[config.mk]
export PLATFORM = sky130hd
export DESIGN_NAME = variant_site_block_compressor
export DESIGN_NICKNAME = d
export VERILOG_FILES = /design/src/sv/vsbc_pkg.sv /design/src/sv/vsbc_div.sv /design/src/sv/variant_site_block_compressor.sv
export SDC_FILE = /design/constraint.sdc
export NUM_CORES = 2
export LEC_CHECK = 0
export BUFFER_PORTS_ARGS = -buffer_cell sky130_fd_sc_hd__buf_2
export CORE_MARGIN = 2
export CORE_UTILIZATION = 31
export CTS_BUF_LIST = sky130_fd_sc_hd__clkbuf_4 sky130_fd_sc_hd__clkbuf_8
export DETAILED_ROUTE_END_ITERATION = 6
export GPL_TIMING_DRIVEN = 0
export PLACE_DENSITY = 0.43
export SLEW_MARGIN = 5
export SYNTH_ARGS = -nofsm -noshare
export SYNTH_HDL_FRONTEND = slang
export SYNTH_SLANG_ARGS = --single-unit
[constraint.sdc]
create_clock -name clk -period 14.9 [get_ports clk]
set_input_delay 1.49 -clock clk [delete_from_list [all_inputs] [get_ports clk]]
set_output_delay 1.49 -clock clk [all_outputs]
set_load 0.03 [all_outputs]
[src/sv/vsbc_pkg.sv]
// Shared types and constants for the variant site block compressor.
`default_nettype none
package vsbc_pkg;

  localparam int POS_W     = 31;
  localparam int BS_W      = 16;
  localparam int NB_W      = 33;
  localparam int CNT_W     = 32;
  localparam int FIRST_W   = 32;
  localparam int CFG_IDX_W = 2;
  localparam int DIV_STEPS = POS_W;
  localparam int DIV_CNT_W = $clog2(DIV_STEPS);

  localparam logic [POS_W-1:0] POS_MAX = '1;

  localparam logic [CFG_IDX_W-1:0] CFG_REGION_START = 2'd0;
  localparam logic [CFG_IDX_W-1:0] CFG_REGION_END   = 2'd1;
  localparam logic [CFG_IDX_W-1:0] CFG_BLOCK_SIZE   = 2'd2;

  typedef enum logic [1:0] {
    ST_IDLE,
    ST_GAP,
    ST_LEN,
    ST_DONE
  } vsbc_state_t;

  typedef struct packed {
    logic             start;
    logic [POS_W-1:0] dividend;
    logic [BS_W-1:0]  divisor;
  } div_req_t;

  typedef struct packed {
    logic             done;
    logic [POS_W-1:0] quotient;
    logic [BS_W-1:0]  remainder;
  } div_rsp_t;

endpackage
`default_nettype wire

[src/sv/vsbc_div.sv]
// Radix-2 restoring divider, one quotient bit per cycle.
`default_nettype none
module vsbc_div
  import vsbc_pkg::*;
(
  input  wire logic     clk,
  input  wire logic     rst_n,
  input  wire div_req_t req,
  output div_rsp_t      rsp
);

  logic                 busy_r;
  logic                 done_r;
  logic [DIV_CNT_W-1:0] cnt_r;
  logic [POS_W-1:0]     quo_r;
  logic [BS_W-1:0]      rem_r;
  logic [BS_W-1:0]      dsr_r;

  logic [BS_W:0]        trial;
  logic [BS_W:0]        diff;
  logic                 ge;
  logic [BS_W-1:0]      rem_step;
  logic                 last_step;

  // Partial remainder stays below the divisor, so the trial fits one extra bit.
  assign trial     = {rem_r, quo_r[POS_W-1]};
  assign diff      = trial - {1'b0, dsr_r};
  assign ge        = trial >= {1'b0, dsr_r};
  assign rem_step  = ge ? diff[BS_W-1:0] : trial[BS_W-1:0];
  assign last_step = cnt_r == DIV_CNT_W'(DIV_STEPS - 1);

  always_ff @(posedge clk) begin
    if (!rst_n) begin
      busy_r <= 1'b0;
      done_r <= 1'b0;
      cnt_r  <= '0;
    end else begin
      done_r <= 1'b0;
      if (req.start) begin
        busy_r <= 1'b1;
        cnt_r  <= '0;
      end else if (busy_r) begin
        cnt_r <= cnt_r + 1'b1;
        if (last_step) begin
          busy_r <= 1'b0;
          done_r <= 1'b1;
        end
      end
    end
  end

  always_ff @(posedge clk) begin
    if (req.start) begin
      quo_r <= req.dividend;
      rem_r <= '0;
      dsr_r <= req.divisor;
    end else if (busy_r) begin
      quo_r <= {quo_r[POS_W-2:0], ge};
      rem_r <= rem_step;
    end
  end

  assign rsp.done      = done_r;
  assign rsp.quotient  = quo_r;
  assign rsp.remainder = rem_r;

endmodule
`default_nettype wire

[src/sv/variant_site_block_compressor.sv]
// Top level: variant site to compressed block index mapper.
//
//   channel | direction | handshake          | payload
//   in_     | input     | in_valid/in_stall   | req_type, site_position, site_is_last
//   out_    | output    | out_valid/out_stall | status, new_index, filler_first, filler_count
//   cfg_    | input     | cfg_we              | cfg_index, cfg_wdata
//
// For block size above one, a site with a gap before it takes the beat, runs the
// gap through the shared serial divider, picks up the quotient and commits the result.
// A finish beat divides the region length, after the gap when there is one,
// unless the block size is one or an earlier site has failed.
// Block size one, a site with no gap, or a beat after failure skips the divider.
// in_stall is high from the accepted beat until its result is committed to the
// output register; a stalled result holds the block in its commit step.
// Synchronous active-low reset; a configuration write to a known register also restarts the stream.
`default_nettype none
module variant_site_block_compressor
  import vsbc_pkg::*;
(
  input  wire logic                 clk,
  input  wire logic                 rst_n,

  input  wire logic                 in_valid,
  output logic                      in_stall,
  input  wire logic                 in_req_type,
  input  wire logic [POS_W-1:0]     in_site_position,
  input  wire logic                 in_site_is_last,

  output logic                      out_valid,
  input  wire logic                 out_stall,
  output logic                      out_status,
  output logic [POS_W-1:0]          out_new_index,
  output logic signed [FIRST_W-1:0] out_filler_first,
  output logic [POS_W-1:0]          out_filler_count,

  input  wire logic                 cfg_we,
  input  wire logic [CFG_IDX_W-1:0] cfg_index,
  input  wire logic [POS_W-1:0]     cfg_wdata
);

  // configuration
  logic [POS_W-1:0] region_start_r, region_start_nxt;
  logic [POS_W-1:0] region_end_r, region_end_nxt;
  logic [BS_W-1:0]  block_size_r, block_size_nxt;

  // stream state
  logic [NB_W-1:0]  nb_r, nb_nxt;
  logic [CNT_W-1:0] bc_r, bc_nxt;
  logic [CNT_W-1:0] lni_r, lni_nxt;
  logic             seen_r, seen_nxt;
  logic             failed_r, failed_nxt;

  vsbc_state_t      state_r, state_nxt;

  // current beat
  logic             fin_r, last_r, dead_r, gap_r;
  logic [POS_W-1:0] target_r;
  logic [POS_W-1:0] q_gap_r;
  logic [BS_W-1:0]  rem_gap_r;

  // result register
  logic                      out_valid_r, out_valid_nxt;
  logic                      out_status_r;
  logic [POS_W-1:0]          out_idx_r;
  logic signed [FIRST_W-1:0] out_first_r;
  logic [POS_W-1:0]          out_count_r;

  div_req_t div_req;
  div_rsp_t div_rsp;

  vsbc_div u_div (
    .clk  (clk),
    .rst_n(rst_n),
    .req  (div_req),
    .rsp  (div_rsp)
  );

  logic [BS_W-1:0]  bs_eff;
  logic             bs_one;
  logic             in_acc;
  logic [POS_W-1:0] target_in;
  logic             tgt_ge_nb;
  logic [POS_W-1:0] gap_in;
  logic [POS_W-1:0] len;
  logic             commit;

  assign bs_eff    = (block_size_r == '0) ? BS_W'(1) : block_size_r;
  assign bs_one    = block_size_r <= BS_W'(1);
  assign in_stall  = state_r != ST_IDLE;
  assign in_acc    = in_valid && !in_stall;
  assign target_in = in_req_type ? region_end_r : in_site_position;
  assign tgt_ge_nb = {2'b00, target_in} >= nb_r;
  assign gap_in    = target_in - nb_r[POS_W-1:0];
  assign len       = (region_end_r >= region_start_r) ? region_end_r - region_start_r : '0;
  assign commit    = (state_r == ST_DONE) && (!out_valid_r || !out_stall);

  // sequencer
  always_comb begin
    state_nxt        = state_r;
    div_req.start    = 1'b0;
    div_req.dividend = gap_in;
    div_req.divisor  = bs_eff;
    case (state_r)
      ST_IDLE: begin
        if (in_acc) begin
          if (failed_r || bs_one) begin
            state_nxt = ST_DONE;
          end else if (tgt_ge_nb) begin
            div_req.start = 1'b1;
            state_nxt     = ST_GAP;
          end else if (in_req_type) begin
            div_req.start    = 1'b1;
            div_req.dividend = len;
            state_nxt        = ST_LEN;
          end else begin
            state_nxt = ST_DONE;
          end
        end
      end
      ST_GAP: begin
        if (div_rsp.done) begin
          if (fin_r) begin
            div_req.start    = 1'b1;
            div_req.dividend = len;
            state_nxt        = ST_LEN;
          end else begin
            state_nxt = ST_DONE;
          end
        end
      end
      ST_LEN: begin
        if (div_rsp.done) begin
          state_nxt = ST_DONE;
        end
      end
      ST_DONE: begin
        if (commit) begin
          state_nxt = ST_IDLE;
        end
      end
      default: state_nxt = ST_IDLE;
    endcase
  end

  // block size one: identity coordinates
  logic [NB_W-1:0]  cursor;
  logic [CNT_W-1:0] limit;
  logic             b1_has;
  logic [CNT_W-1:0] b1_count;
  logic [NB_W-1:0]  tplus2;
  logic [NB_W-1:0]  b1_nb;
  logic [POS_W-1:0] b1_idx;

  assign cursor   = nb_r - NB_W'(1);
  assign limit    = {1'b0, target_r} + CNT_W'(fin_r);
  assign b1_has   = {1'b0, limit} > cursor;
  assign b1_count = limit - cursor[CNT_W-1:0];
  assign tplus2   = {2'b00, target_r} + NB_W'(2);
  assign b1_nb    = (tplus2 > nb_r) ? tplus2 : nb_r;
  assign b1_idx   = (target_r >= region_start_r) ? target_r - region_start_r : '0;

  // larger blocks
  logic [CNT_W-1:0] bn_count;
  logic [CNT_W-1:0] bn_first;
  logic [NB_W-1:0]  bn_nb_a;
  logic [CNT_W:0]   bc_sum;
  logic [CNT_W-1:0] bn_idx;
  logic [CNT_W:0]   idx_p1;
  logic [CNT_W-1:0] bn_bc_site;
  logic [NB_W:0]    nb_sum;
  logic [NB_W-1:0]  bn_nb_site;
  logic             bn_fail;
  logic [CNT_W:0]   ne_len;
  logic [CNT_W:0]   lni_p1;
  logic [CNT_W:0]   bn_ne;

  assign bn_count   = gap_r ? {1'b0, q_gap_r} + CNT_W'(1) : '0;
  assign bn_first   = nb_r[CNT_W-1:0] - CNT_W'(bs_eff[BS_W-1:1]);
  // boundary after the gap: target minus remainder plus one block
  assign bn_nb_a    = gap_r ? {2'b00, target_r} - NB_W'(rem_gap_r) + NB_W'(bs_eff) : nb_r;
  assign bc_sum     = {1'b0, bc_r} + {1'b0, bn_count};
  assign bn_idx     = bc_sum[CNT_W] ? '1 : bc_sum[CNT_W-1:0];
  assign idx_p1     = {1'b0, bn_idx} + (CNT_W+1)'(1);
  assign bn_bc_site = idx_p1[CNT_W] ? '1 : idx_p1[CNT_W-1:0];
  assign nb_sum     = {1'b0, bn_nb_a} + (NB_W+1)'(bs_eff);
  assign bn_nb_site = nb_sum[NB_W] ? '1 : nb_sum[NB_W-1:0];
  assign bn_fail    = (bn_nb_a > {2'b00, region_end_r}) && !last_r;
  assign ne_len     = (CNT_W+1)'(div_rsp.quotient);
  assign lni_p1     = {1'b0, lni_r} + (CNT_W+1)'(1);
  assign bn_ne      = (seen_r && (lni_p1 > ne_len)) ? lni_p1 : ne_len;

  logic             res_status;
  logic [CNT_W:0]   res_idx;
  logic [CNT_W-1:0] res_first;
  logic [CNT_W-1:0] res_count;

  always_comb begin
    res_status = 1'b0;
    res_idx    = '0;
    res_first  = '0;
    res_count  = '0;
    if (dead_r) begin
      res_status = 1'b1;
    end else if (bs_one) begin
      res_idx = (CNT_W+1)'(b1_idx);
      if (b1_has) begin
        res_count = b1_count;
        res_first = cursor[CNT_W-1:0];
      end
    end else begin
      res_status = !fin_r && bn_fail;
      res_idx    = fin_r ? bn_ne : {1'b0, bn_idx};
      res_count  = bn_count;
      res_first  = (bn_count != '0) ? bn_first : '0;
    end
  end

  // next stream state and configuration
  logic [POS_W-1:0] start_w;
  logic [BS_W-1:0]  bs_w;
  logic [BS_W-1:0]  bs_w_eff;

  always_comb begin
    region_start_nxt = region_start_r;
    region_end_nxt   = region_end_r;
    block_size_nxt   = block_size_r;
    nb_nxt           = nb_r;
    bc_nxt           = bc_r;
    lni_nxt          = lni_r;
    seen_nxt         = seen_r;
    failed_nxt       = failed_r;
    start_w          = region_start_r;
    bs_w             = block_size_r;
    if (cfg_we) begin
      case (cfg_index)
        CFG_REGION_START: start_w = cfg_wdata;
        CFG_REGION_END:   region_end_nxt = cfg_wdata;
        CFG_BLOCK_SIZE:   bs_w = cfg_wdata[BS_W-1:0];
        default:          ;
      endcase
    end
    bs_w_eff = (bs_w == '0) ? BS_W'(1) : bs_w;
    if (cfg_we) begin
      // restart the stream only on a known register
      if (cfg_index == CFG_REGION_START || cfg_index == CFG_REGION_END ||
          cfg_index == CFG_BLOCK_SIZE) begin
        region_start_nxt = start_w;
        block_size_nxt   = bs_w;
        nb_nxt           = {2'b00, start_w} + NB_W'(bs_w_eff);
        bc_nxt           = '0;
        lni_nxt          = '0;
        seen_nxt         = 1'b0;
        failed_nxt       = 1'b0;
      end
    end else if (commit && !dead_r) begin
      if (bs_one) begin
        nb_nxt = b1_nb;
        if (!fin_r) begin
          lni_nxt  = CNT_W'(b1_idx);
          seen_nxt = 1'b1;
        end
      end else if (!fin_r) begin
        lni_nxt  = bn_idx;
        seen_nxt = 1'b1;
        bc_nxt   = bn_bc_site;
        nb_nxt   = bn_nb_site;
        if (bn_fail) begin
          failed_nxt = 1'b1;
        end
      end else begin
        bc_nxt = bn_idx;
        nb_nxt = bn_nb_a;
      end
    end
  end

  always_comb begin
    out_valid_nxt = out_valid_r;
    if (commit) begin
      out_valid_nxt = 1'b1;
    end else if (!out_stall) begin
      out_valid_nxt = 1'b0;
    end
  end

  always_ff @(posedge clk) begin
    if (!rst_n) begin
      state_r        <= ST_IDLE;
      region_start_r <= '0;
      region_end_r   <= '0;
      block_size_r   <= BS_W'(1);
      nb_r           <= NB_W'(1);
      bc_r           <= '0;
      lni_r          <= '0;
      seen_r         <= 1'b0;
      failed_r       <= 1'b0;
      out_valid_r    <= 1'b0;
    end else begin
      state_r        <= state_nxt;
      region_start_r <= region_start_nxt;
      region_end_r   <= region_end_nxt;
      block_size_r   <= block_size_nxt;
      nb_r           <= nb_nxt;
      bc_r           <= bc_nxt;
      lni_r          <= lni_nxt;
      seen_r         <= seen_nxt;
      failed_r       <= failed_nxt;
      out_valid_r    <= out_valid_nxt;
    end
  end

  // beat and result payload
  always_ff @(posedge clk) begin
    if (in_acc) begin
      fin_r    <= in_req_type;
      last_r   <= in_site_is_last;
      target_r <= target_in;
      dead_r   <= failed_r;
      gap_r    <= tgt_ge_nb;
    end
    if (state_r == ST_GAP && div_rsp.done) begin
      q_gap_r   <= div_rsp.quotient;
      rem_gap_r <= div_rsp.remainder;
    end
    if (commit) begin
      out_status_r <= res_status;
      out_idx_r    <= (res_idx > (CNT_W+1)'(POS_MAX)) ? POS_MAX : res_idx[POS_W-1:0];
      out_first_r  <= res_first;
      out_count_r  <= (res_count > CNT_W'(POS_MAX)) ? POS_MAX : res_count[POS_W-1:0];
    end
  end

  assign out_valid        = out_valid_r;
  assign out_status       = out_status_r;
  assign out_new_index    = out_idx_r;
  assign out_filler_first = out_first_r;
  assign out_filler_count = out_count_r;

`ifndef SYNTH
  a_failed_sticky: assert property (@(posedge clk) disable iff (!rst_n)
    failed_r && !cfg_we |=> failed_r)
    else $error("failure flag dropped without a configuration write");

  a_empty_run_zero: assert property (@(posedge clk) disable iff (!rst_n)
    out_valid && (out_filler_count == '0) |-> out_filler_first == '0)
    else $error("empty filler run carries a nonzero first coordinate");

  a_div_done_expected: assert property (@(posedge clk) disable iff (!rst_n)
    div_rsp.done |-> (state_r == ST_GAP || state_r == ST_LEN))
    else $error("divider finished while the sequencer was not waiting");

  a_hold_commit: assert property (@(posedge clk) disable iff (!rst_n)
    (state_r == ST_DONE) && out_valid && out_stall |=> state_r == ST_DONE)
    else $error("result committed over a stalled beat");
`endif

endmodule
`default_nettype wire
==> flow_metrics.py <==
metrics = {
    "placement": {
        "dpl.hpwl_mm": 172,
        "dp.cells": 6634,
        "dp_slack_ns": 5.14,
        "portBuffers": 166,
        "gp_congestion": 1.03,
    },
    "yosys": {
        "synth_area_sq_um": 39200,
        "async_reset_ff_frac": 0,
        "yosysTopAreaCell": "edfxtp_1",
        "avgSynthCellArea_sq_um": 8.16,
        "ys_seq_area_frac": 0.275,
        "synth_top_cells_by_area": "edfxtp_1 17%, ha_1 11%, dfxtp_1 10%, xnor2_1 6.0%, a21oi_1 5.2%",
        "yosys_warnings": 0,
        "ys_seq_elements": 427,
        "yosysTopAreaCellShare": 0.171,
        "synth_nets": 5250,
        "synthCells": 4808,
        "ys_types": 113,
        "synth_edf_count": 224,
        "ys.flop_type": "edfxtp_1",
    },
    "clock_tree": {
        "postCtsSetupBuffers": 0,
        "cts_tree": "yes",
        "path_clk_slew_ns": 0.06,
        "htreeDepth": 3,
        "root_buffer": "clkbuf_8",
        "cts_resized": 0,
        "clk_latency_ns": 0.82,
        "cts.path.max_buffers": 3,
        "hold_buffers": 0,
        "clock_sinks": 427,
        "cts_made_buffers": 85,
    },
    "worst_setup_path": {
        "required_ns": 15.66,
        "cp_data_arrival_time_ns": 10.82,
        "setup.worst_path.end": "bc_r[8]",
        "crit_top_cell": "clkbuf_1",
        "critical_path_class": "reg -> reg",
        "max_stage_delay_ns": 0.73,
        "r2r-start": "gap_r",
        "r2r_end": "bc_r[8]",
        "crit_slowest_cell": "buf_1",
        "ff2ff_setup_slack_ns": 4.84,
        "crit_start": "gap_r",
        "timing.critical_path.from_type": "register",
        "cp-end-kind": "register",
        "ff2ff_path_depth": 26,
        "cp_max_fo": 10,
    },
    "drt": {
        "ant_nets": 0,
        "routed_via_density": 5.87,
        "wl_per_cell_um": 30.4,
        "firstDrtPassIters": 5,
        "routed_wl_mm": 206,
        "route.detailed.drc": 0,
        "num_vias": 39900,
        "drt_iter0_drc": 4312,
    },
    "floorplanning": {
        "coreArea_sq_um": 126000,
        "start_util": 0.312,
        "die_height_um": 360,
        "die_area_sq_um": 129000,
        "io_pins": 168,
        "die_w_um": 360,
        "rows": 130,
    },
    "timing": {
        "setup_viol": 0,
        "timing.final.ws_setup_ns": 4.84,
        "holdWs_ns": 0.441,
        "worst_pin_slew_ns": 1.49,
        "fin_skew_ns": 0.0760,
        "fin_crit_sh": 0.676,
        "maxSlewViolCount": 0,
        "period_needed_ns": 10.06,
        "rsz0062_at_grt": "false",
        "finalSetupTns_ns": 0,
        "maxSlewHeadroom": 0.000292,
        "fmaxAchievable_mhz": 99.4,
        "finalHoldViolCount": 0,
    },
    "hold_path": {
        "hold_class": "reg -> reg",
    },
    "final_layout": {
        "drive_gt1_frac": 0.0918,
        "final_common_cell": "nand2_1",
        "utilization": 0.352,
        "syn_to_final_growth_pct": 12.7,
        "fin_cells": 6798,
        "fin_nets": 5513,
        "layout_common_cells": "458 x nand2_1, 410 x a21oi_1, 360 x ha_1",
    },
    "grt": {
        "grt-ovfl-total": 0,
        "antenna_found_initial": 22,
        "grt_first_pass_wirelength_mm": 286,
        "grt_max_degree": 49,
        "grt_pass1_vias": 37700,
        "grt_usage": 0.308,
    },
    "status": {
        "status": "finished, violations left",
        "violations": "capacitance limit",
    },
    "flow_run": {
        "maxCapViolCount": 1,
    },
    "power_and_ir_drop": {
        "peakVddDrop_mv": 0.0788,
        "p_leak_nw": 18.0,
        "p_per_area_nw_per_um2": 150,
    },
}
==> report_power, final <==
part / internal [mW] / switching [mW] / leakage [nW]
Sequential: 1.43 / 0.217 / 3.73
Clock: 0.753 / 0.600 / 0.994
Combinational: 1.17 / 2.47 / 13.3
==> cell type report <==
| type | count | area (sq um) |
|---|---|---|
| Sequential cell | 427 | 10800 |
| Fill cell | 13500 | 81300 |
| Antenna cell | 8 | 20.0 |
| Timing Repair Buffer | 176 | 1020 |
| Tap cell | 1650 | 2060 |
| Clock inverter | 25 | 275 |
| Clock buffer | 131 | 1580 |
| Inverter | 325 | 1220 |
| Multi-Input combinational cell | 3844 | 26400 |
| Buffer | 212 | 825 |
==> flip-flops by register name, summed over array words and instances, names as in the netlist, 16 cells and up <==
register          cells
bc_r                 32
block_size_r         16
lni_r                32
nb_r                 33
out_filler_count     31
out_filler_first     32
out_new_index        31
q_gap_r              31
region_end_r         31
region_start_r       31
rem_gap_r            16
target_r             31
u_div.dsr_r          16
u_div.quo_r          31
u_div.rem_r          16
==> critical path, delay by kind of cell, from the launching register on <==
family | cells | cell delay [ns]
flops | 1 | 0.39
buf+inv | 10 | 4.60
fa+ha+maj | 2 | 0.61
simple gates | 8 | 2.53
compound gates | 6 | 1.86
==> worst min-delay path by stage <==
stage | slack [ns] | depth (start not counted) | start | to
2_1_floorplan | 0.42 | 2 | nb_r[23] | nb_r[23]
3_3_place_gp | 0.43 | 2 | nb_r[23] | nb_r[23]
3_5_place_dp | 0.44 | 2 | nb_r[23] | nb_r[23]
4_1_cts | 0.44 | 2 | nb_r[23] | nb_r[23]
5_1_grt | 0.46 | 2 | nb_r[23] | nb_r[23]
6_report | 0.44 | 2 | nb_r[23] | nb_r[23]
==> cells in the mapped netlist (all sizes together), types with 30 or more instances <==
library cell / instances
o21ai: 304
a211oi: 54
mux2: 33
a21oi: 411
and3: 44
and2: 44
mux2i: 59
nor2b: 36
xnor2: 267
nand3: 139
or3: 36
inv: 318
xor2: 133
clkbuf: 182
o211ai: 42
nor2: 342
a221oi: 54
o31ai: 34
nor4: 36
nand4: 94
edfxtp: 224
nand2b: 58
a21o: 175
nand2: 462
a22o: 30
buf: 30
o21a: 65
ha: 360
a31oi: 39
nor3: 108
dfxtp: 203
==> through the flow <==
| stage | total power, mW | cell area (sq um) |
|---|---|---|
| floorplan | 3.81 | 39200 |
| finish | 6.64 | 44200 |
| global placement | 5.20 | 42100 |
| global route | 6.95 | 44200 |
| detailed placement | 5.19 | 42400 |
| CTS | 6.57 | 44200 |
==> per-layer routing <==
metal  vias up  part of all wire  track usage
li1      18200                 -            -
met1     19400              0.44        0.415
met2      1873              0.43        0.469
met3       391             0.078       0.0532
met4         6             0.060        0.166
met5         -           0.00015            0
==> logic make-up (layout without fill, tap and decap cells) <==
group / after synthesis / in the layout / synth area share
XOR/XNOR: 400 / 400 / 0.0893
AO/OA/AOI/OAI: 1493 / 1493 / 0.254
other: 0 / 8 / 0
adder cells (fa/ha/maj): 371 / 371 / 0.120
AND/OR/NAND/NOR: 1488 / 1488 / 0.184
multiplexers: 92 / 92 / 0.0245
buffers and inverters: 537 / 869 / 0.0520
flip-flops: 427 / 427 / 0.275
Power figures use the tool's default switching activity.
